### src/rtl/dq_pkg.sv
// Package with the shared types and constants of the double-ended queue.
`timescale 1ns / 1ps
`default_nettype none
package dq_pkg;

   localparam int DEPTH_DEFAULT = 16;
   localparam int DATA_WIDTH    = 32;
   localparam int COUNT_WIDTH   = 5;

   typedef enum logic [1:0] {
      OP_PUSH_FRONT = 2'd0,
      OP_PUSH_REAR  = 2'd1,
      OP_POP_FRONT  = 2'd2,
      OP_POP_REAR   = 2'd3
   } op_type;

   typedef enum logic [1:0] {
      ST_DONE  = 2'd0,
      ST_EMPTY = 2'd1,
      ST_FULL  = 2'd2
   } status_type;

   typedef enum logic {
      S_IDLE,
      S_BUSY
   } state_type;

   typedef struct packed {
      logic                  enable;
      op_type                op;
      logic [DATA_WIDTH-1:0] value;
   } cell_ctrl_type;

endpackage
`default_nettype wire

### src/rtl/dq_cell.sv
// One storage cell of the queue chain with its shift and fill logic.
`timescale 1ns / 1ps
`default_nettype none
module dq_cell
   import dq_pkg::*;
(
   input  wire logic                  clock,
   input  wire logic                  reset,
   input  wire cell_ctrl_type         ctrl,
   input  wire logic [DATA_WIDTH-1:0] left_data,
   input  wire logic                  left_valid,
   input  wire logic [DATA_WIDTH-1:0] right_data,
   input  wire logic                  right_valid,
   output logic [DATA_WIDTH-1:0]      data,
   output logic                       valid,
   output logic [DATA_WIDTH-1:0]      rear_tap
);

   logic [DATA_WIDTH-1:0] data_ff;
   logic [DATA_WIDTH-1:0] data_in;
   logic                  valid_ff;
   logic                  valid_in;

   always_comb begin
      data_in  = data_ff;
      valid_in = valid_ff;
      if (ctrl.enable) begin
         unique case (ctrl.op)
            OP_PUSH_FRONT: begin
               data_in  = left_data;
               valid_in = left_valid;
            end
            OP_PUSH_REAR: begin
               if (!valid_ff && left_valid) begin
                  data_in  = ctrl.value;
                  valid_in = 1'b1;
               end
            end
            OP_POP_FRONT: begin
               data_in  = right_data;
               valid_in = right_valid;
            end
            OP_POP_REAR: begin
               if (valid_ff && !right_valid) begin
                  valid_in = 1'b0;
               end
            end
            default: begin
               data_in  = data_ff;
               valid_in = valid_ff;
            end
         endcase
      end
   end

   always_ff @(posedge clock) begin
      data_ff <= data_in;
   end

   always_ff @(posedge clock) begin
      if (reset) begin
         valid_ff <= 1'b0;
      end else begin
         valid_ff <= valid_in;
      end
   end

   assign data     = data_ff;
   assign valid    = valid_ff;
   assign rear_tap = (valid_ff && !right_valid) ? data_ff : '0;

endmodule
`default_nettype wire

### src/rtl/double_ended_queue.sv
// Top level of the bounded double-ended queue built from a chain of cells.
//
// Requests enter on the req_ channel: req_tuser carries the operation (push front,
// push rear, pop front, pop rear) and req_tdata the 32-bit value used by pushes.
// Each request transaction produces exactly one response transaction on the rsp_
// channel with the status in rsp_tuser and the element count, front and rear
// values after the request in rsp_tdata.
// The elements sit in a row of DEPTH cells, the front in the first cell. A push
// at the front or a pop from the front shifts the whole row by one cell in the
// cycle the request is taken; rear operations touch only the cell at the boundary
// of the occupied region. The rear value is gathered from the cell that sees an
// empty neighbor.
// A request is handled in two steps: the cell update in the accept cycle, then the
// response register load in the busy state, once that register is free. No new
// request is taken before that load. While a response waits, the next request
// is still accepted and updates the cells; it then waits until the response
// register is free. Reset empties the queue at once; no clearing pass is needed.
`timescale 1ns / 1ps
`default_nettype none
module double_ended_queue
   import dq_pkg::*;
#(
   parameter int DEPTH = DEPTH_DEFAULT
)
(
   input  wire logic        clock,
   input  wire logic        reset,
   input  wire logic        req_tvalid,
   output logic             req_tready,
   input  wire logic [31:0] req_tdata,   // push_value[31:0]
   input  wire logic [1:0]  req_tuser,   // req_type[1:0]
   output logic             rsp_tvalid,
   input  wire logic        rsp_tready,
   output logic [71:0]      rsp_tdata,   // element_count[4:0], front_value[36:5],
                                         // rear_value[68:37], zero[71:69]
   output logic [1:0]       rsp_tuser    // status[1:0]
);

   localparam int CountBits = $clog2(DEPTH + 1);

   logic [DATA_WIDTH-1:0]  cell_data [DEPTH];
   logic [DATA_WIDTH-1:0]  cell_tap  [DEPTH];
   logic [DEPTH-1:0]       cell_valid;
   cell_ctrl_type          ctrl;

   state_type              state_ff;
   state_type              state_in;
   status_type             status_ff;
   status_type             status_in;
   logic [CountBits-1:0]   count_ff;
   logic [CountBits-1:0]   count_in;
   logic                   rsp_tvalid_ff;
   logic                   rsp_tvalid_in;
   logic [71:0]            rsp_tdata_ff;
   logic [71:0]            rsp_tdata_in;
   logic [1:0]             rsp_tuser_ff;
   logic [1:0]             rsp_tuser_in;

   logic                   accept;
   logic                   load;
   logic [DATA_WIDTH-1:0]  front_value;
   logic [DATA_WIDTH-1:0]  rear_value;
   logic [CountBits+4:0]   count_wide;
   op_type                 req_op;

   assign req_op = op_type'(req_tuser);

   for (genvar i = 0; i < DEPTH; i++) begin : g_cell
      if (i == 0) begin : g_first
         dq_cell u_cell (
            .clock       (clock),
            .reset       (reset),
            .ctrl        (ctrl),
            .left_data   (ctrl.value),
            .left_valid  (1'b1),
            .right_data  (cell_data[i+1]),
            .right_valid (cell_valid[i+1]),
            .data        (cell_data[i]),
            .valid       (cell_valid[i]),
            .rear_tap    (cell_tap[i])
         );
      end else if (i == DEPTH - 1) begin : g_last
         dq_cell u_cell (
            .clock       (clock),
            .reset       (reset),
            .ctrl        (ctrl),
            .left_data   (cell_data[i-1]),
            .left_valid  (cell_valid[i-1]),
            .right_data  ('0),
            .right_valid (1'b0),
            .data        (cell_data[i]),
            .valid       (cell_valid[i]),
            .rear_tap    (cell_tap[i])
         );
      end else begin : g_mid
         dq_cell u_cell (
            .clock       (clock),
            .reset       (reset),
            .ctrl        (ctrl),
            .left_data   (cell_data[i-1]),
            .left_valid  (cell_valid[i-1]),
            .right_data  (cell_data[i+1]),
            .right_valid (cell_valid[i+1]),
            .data        (cell_data[i]),
            .valid       (cell_valid[i]),
            .rear_tap    (cell_tap[i])
         );
      end
   end

   always_comb begin
      rear_value = '0;
      for (int i = 0; i < DEPTH; i++) begin
         rear_value = rear_value | cell_tap[i];
      end
   end

   assign front_value = cell_valid[0] ? cell_data[0] : '0;
   assign count_wide  = {5'd0, count_ff};

   always_comb begin
      state_in      = state_ff;
      status_in     = status_ff;
      count_in      = count_ff;
      rsp_tvalid_in = rsp_tvalid_ff;
      rsp_tdata_in  = rsp_tdata_ff;
      rsp_tuser_in  = rsp_tuser_ff;
      req_tready    = 1'b0;
      accept        = 1'b0;
      load          = 1'b0;
      ctrl.enable   = 1'b0;
      ctrl.op       = req_op;
      ctrl.value    = req_tdata;

      if (rsp_tvalid_ff && rsp_tready) begin
         rsp_tvalid_in = 1'b0;
      end

      unique case (state_ff)
         S_IDLE: begin
            req_tready = 1'b1;
            accept     = req_tvalid;
            if (accept) begin
               unique case (req_op)
                  OP_PUSH_FRONT, OP_PUSH_REAR: begin
                     status_in = cell_valid[DEPTH-1] ? ST_FULL : ST_DONE;
                  end
                  OP_POP_FRONT, OP_POP_REAR: begin
                     status_in = cell_valid[0] ? ST_DONE : ST_EMPTY;
                  end
                  default: begin
                     status_in = ST_DONE;
                  end
               endcase
               if (status_in == ST_DONE) begin
                  ctrl.enable = 1'b1;
                  if (req_op == OP_PUSH_FRONT || req_op == OP_PUSH_REAR) begin
                     count_in = count_ff + CountBits'(1);
                  end else begin
                     count_in = count_ff - CountBits'(1);
                  end
               end
               state_in = S_BUSY;
            end
         end
         S_BUSY: begin
            load = !rsp_tvalid_ff || rsp_tready;
            if (load) begin
               rsp_tvalid_in = 1'b1;
               rsp_tuser_in  = status_ff;
               rsp_tdata_in  = {3'd0, rear_value, front_value, count_wide[4:0]};
               state_in      = S_IDLE;
            end
         end
         default: begin
            state_in = S_IDLE;
         end
      endcase
   end

   always_ff @(posedge clock) begin
      if (reset) begin
         state_ff      <= S_IDLE;
         count_ff      <= '0;
         rsp_tvalid_ff <= 1'b0;
      end else begin
         state_ff      <= state_in;
         count_ff      <= count_in;
         rsp_tvalid_ff <= rsp_tvalid_in;
      end
   end

   always_ff @(posedge clock) begin
      status_ff    <= status_in;
      rsp_tdata_ff <= rsp_tdata_in;
      rsp_tuser_ff <= rsp_tuser_in;
   end

   assign rsp_tvalid = rsp_tvalid_ff;
   assign rsp_tdata  = rsp_tdata_ff;
   assign rsp_tuser  = rsp_tuser_ff;

   a_count_matches_cells: assert property (
      @(posedge clock) disable iff (reset)
      $countones(cell_valid) == 32'(count_ff))
      else $error("Element count differs from the number of occupied cells.");

   a_cells_contiguous: assert property (
      @(posedge clock) disable iff (reset)
      (cell_valid & (cell_valid + 1'b1)) == '0)
      else $error("Occupied cells do not form a run starting at the front.");

   a_count_bounded: assert property (
      @(posedge clock) disable iff (reset)
      32'(count_ff) <= DEPTH)
      else $error("Element count exceeds the queue depth.");

   a_empty_refusal: assert property (
      @(posedge clock) disable iff (reset)
      (state_ff == S_BUSY && status_ff == ST_EMPTY) |-> count_ff == '0)
      else $error("A pop was refused while the queue held elements.");

   a_accept_then_busy: assert property (
      @(posedge clock) disable iff (reset)
      accept |=> state_ff == S_BUSY)
      else $error("An accepted transaction did not move the control to busy.");

endmodule
`default_nettype wire
### config.mk
export PLATFORM = sky130hd
export DESIGN_NAME = double_ended_queue
export DESIGN_NICKNAME = d
export VERILOG_FILES = /design/src/rtl/dq_pkg.sv /design/src/rtl/dq_cell.sv /design/src/rtl/double_ended_queue.sv
export SDC_FILE = /design/constraint.sdc
export NUM_CORES = 1
export LEC_CHECK = 0
export ABC_AREA = 1
export ABC_CLOCK_PERIOD_IN_PS = 9100
export BUFFER_PORTS_ARGS = -buffer_cell sky130_fd_sc_hd__clkbuf_2
export CORE_ASPECT_RATIO = 2
export CORE_UTILIZATION = 45
export CTS_CLUSTER_DIAMETER = 100
export CTS_CLUSTER_SIZE = 20
export DETAILED_ROUTE_END_ITERATION = 7
export SLEW_MARGIN = 20
export SYNTH_ARGS = -nofsm -noshare
export SYNTH_HDL_FRONTEND = slang
export SYNTH_SLANG_ARGS = --single-unit
### constraint.sdc
create_clock -name clock -period 9.1 [get_ports clock]
set_input_delay 0.455 -clock clock [delete_from_list [all_inputs] [get_ports clock]]
set_output_delay 0.455 -clock clock [all_outputs]
set_load 0.05 [all_outputs]
==> flow_metrics.tcl <==
set metrics [dict create \
    status "finished clean" \
    cts_tree "yes" \
    critical-path-max-stage-delay_ns 0.70 \
    cp_cell_sequence "inv_2 -> nand2_1 -> nand3_2 -> inv_2 -> nand2_4 -> a21oi_4 -> buf_4" \
    min_period_ns 3.79 \
    start_util 0.455 \
    tightest_slew_ns 1.20 \
    drcViolationCount 0 \
    syn_to_final_growth_pct 7.74 \
    final_nets 3142 \
    drt-initial-drc-count 3297 \
    yosysMostFrequentCell "nand2_1" \
    timing.rr.start "g_cell[0].g_first.u_cell.valid" \
    numClockSinks 608 \
    final-max-slew-violation-count 0 \
    die-area_um2 67800 \
    peakVddDrop_v 0.000110 \
    design_area_um2 32300 \
    synth-edff-count 585 \
    synth_top_area_frac 0.585 \
    synthCells 3097 \
    setup_viol_count_final 0 \
    max_freq_mhz 264 \
    leakage_nw 12.2 \
    r2r_slack_ns 5.31 \
    num-fill-cells 6243 \
    yosysUniqueCellTypes 37 \
    final-instance-count-excl-fill 3979 \
    grt_max_degree 107 \
    synth_flop_cell "edfxtp_1" \
    multi_input_area_um2 9960 \
    grt.overflow.total 0 \
    place_area_um2 31400 \
    finalHoldViolCount 0 \
    grt_pass1_vias 24500 \
    cts-buffers-inserted 36 \
    crit_path_start_kind "flip-flop" \
    r2r-end "g_cell[14].g_mid.u_cell.data[26]" \
    syn_area_um2 30000 \
    grt_usage 0.326 \
    viasPerCell 6.27 \
    cts_resized 0 \
    ios 114 \
    synthTopCellsByArea "edfxtp_1 (59%), nand2_1 (11%), o221ai_1 (4.9%)" \
    utilization 0.491 \
    synth_area_per_cell_um2 9.69 \
    fin_ws_ns 5.31 \
    place_congestion 0.895 \
    fp.dieW_um 185 \
    synth_seq_cells 608 \
    hpwl_um 66600 \
    die-height_um 367 \
    synth_top_area_cell "edfxtp_1" \
    rsz0062_at_grt "false" \
    cp.required_ns 9.31 \
    clk_latency_ns 0.58 \
    cts_root_buffer "clkbuf_16" \
    synthArstFlopShare 0 \
    std_cell_rows 133 \
    cts_hold_buffers 0 \
    r2r_cells 7 \
    yosys_warnings 0 \
    drv_cap 0 \
    critPathCaptureType "flip-flop" \
    critPathMaxFanout 25 \
    port_buffers 110 \
    drtAntennaViolNets 0 \
    synth_commonest_cells "nand2_1 (903), edfxtp_1 (585), inv_1 (339)" \
    core-area_um2 65900 \
    cp.depth 7 \
    drt_pass1_iterations 7 \
    htreeDepth 2 \
    fin_hold_ws_ns 0.124 \
    power_mw 6.39 \
    drive_gt1_frac 0.0893 \
    wire_per_inst_um 27.7 \
    setup_tns_ns 0 \
    grt_first_pass_wirelength_um 160000 \
    p_per_area_nw_per_um2 198 \
    vias 24900 \
    antenna_found_initial 2 \
    seqCellArea_um2 18000 \
    critical_path_class "reg2reg" \
    relSlewSlack 0.195 \
    setup.worst_path.end "g_cell[14].g_mid.u_cell.data[26]" \
    cp-startpoint "g_cell[0].g_first.u_cell.valid" \
    path_delay_family "buffers and inverters" \
    clk_path_buf_depth 3 \
    min_period_over_period 0.417 \
    slowest_stage "dfxtp_2" \
    wirelength_um 110000 \
    dp_cells 3935 \
    clk_pin_slew_worst_paths_ns 0.09 \
    ys_seq_area_frac 0.601 \
    dp_slack_ns 4.85 \
    crit_top_cell "inv_2" \
    cp.arrival_ns 4.00 \
    num_antenna_cells 0 \
    cts_setup_buffers 0 \
    skew_ns 0.0223 \
    hp-class "in2reg" \
    crit_buf_inv 3 \
]
-- cell families (layout without fill, tap and decap cells) --
| kind of cell | count (synthesis) | count (layout) | synth area share |
|---|---|---|---|
| AND/OR/NAND/NOR | 1297 | 1297 | 0.173 |
| AO/OA/AOI/OAI | 630 | 630 | 0.145 |
| other | 1 | 3 | 0.000125 |
| XOR/XNOR | 2 | 2 | 0.000584 |
| flip-flops | 608 | 608 | 0.601 |
| adder cells (fa/ha/maj) | 8 | 8 | 0.00359 |
| buffers and inverters | 551 | 554 | 0.0765 |
-- where the power goes --
group | internal, mW | leakage, nW | switching (mW) | total, mW
registers | 3.35 | 5.63 | 0.109 | 3.46
clock network | 0.741 | 0.470 | 0.951 | 1.69
logic | 0.303 | 6.13 | 0.942 | 1.25
-- how the worst min path moves through the flow --
| stage | slack [ns] | startpoint | cells past startpoint | endpoint |
|---|---|---|---|---|
| after floorplan | 0.40 | status_ff[0] | 0 | rsp_tuser[0] |
| after global placement | 0.41 | status_ff[1] | 0 | rsp_tuser[1] |
| after detailed placement | 0.41 | status_ff[0] | 0 | rsp_tuser[0] |
| after CTS | 0.11 | req_tvalid | 3 | state_ff |
| after global routing | 0.14 | reset | 2 | count_ff[2] |
| final | 0.12 | reset | 2 | g_cell[15].g_last.u_cell.valid |
-- layout by cell type (no fill, tap or decap), drive strengths merged --
cell type	instances
a211oi	1
a21oi	165
a22oi	45
and3	2
buf	55
clkbuf	153
clkinv	2
conb	3
dfxtp	23
edfxtp	585
fa	1
ha	7
inv	344
nand2	918
nand3	35
nand4	66
nor2	257
nor3	19
o2111ai	27
o211a	2
o211ai	92
o21ai	81
o221ai	169
o22ai	48
xnor2	1
xor2	1
-- per-layer routing --
metal,up-vias,GRT usage,routed length [um]
met5,-,0,26
met4,4,0.240,9680
met3,418,0.0438,9640
met2,1528,0.533,52500
met1,12200,0.390,38300
li1,10800,-,-
-- sequential cells by signal, summed over array words and instances (netlist names) --
signal	flops
count_ff	5
g_cell.g_first.u_cell.data	32
g_cell.g_first.u_cell.valid	1
g_cell.g_last.u_cell.data	32
g_cell.g_last.u_cell.valid	1
g_cell.g_mid.u_cell.data	448
g_cell.g_mid.u_cell.valid	14
rsp_tdata	69
rsp_tuser	2
rsp_tvalid	1
state_ff	1
status_ff	2
-- worst register-to-register path, delay by kind of cell, from the launching register on --
family / cells / cell delay (ns)
buffers and inverters: 3 / 1.15
and+or+nand+nor: 3 / 0.88
AOI/OAI and AO/OA: 1 / 0.68
DFF: 1 / 0.70
-- area by class of cell --
type,count,share of cell area
Multi-Input combinational cell,1940,0.308
Sequential cell,608,0.558
Clock inverter,1,0.000503
Timing Repair Buffer,165,0.0300
Tap cell,877,0.0339
Clock buffer,43,0.0293
Inverter,345,0.0401
Note: power is estimated with default switching activity, not from simulation.
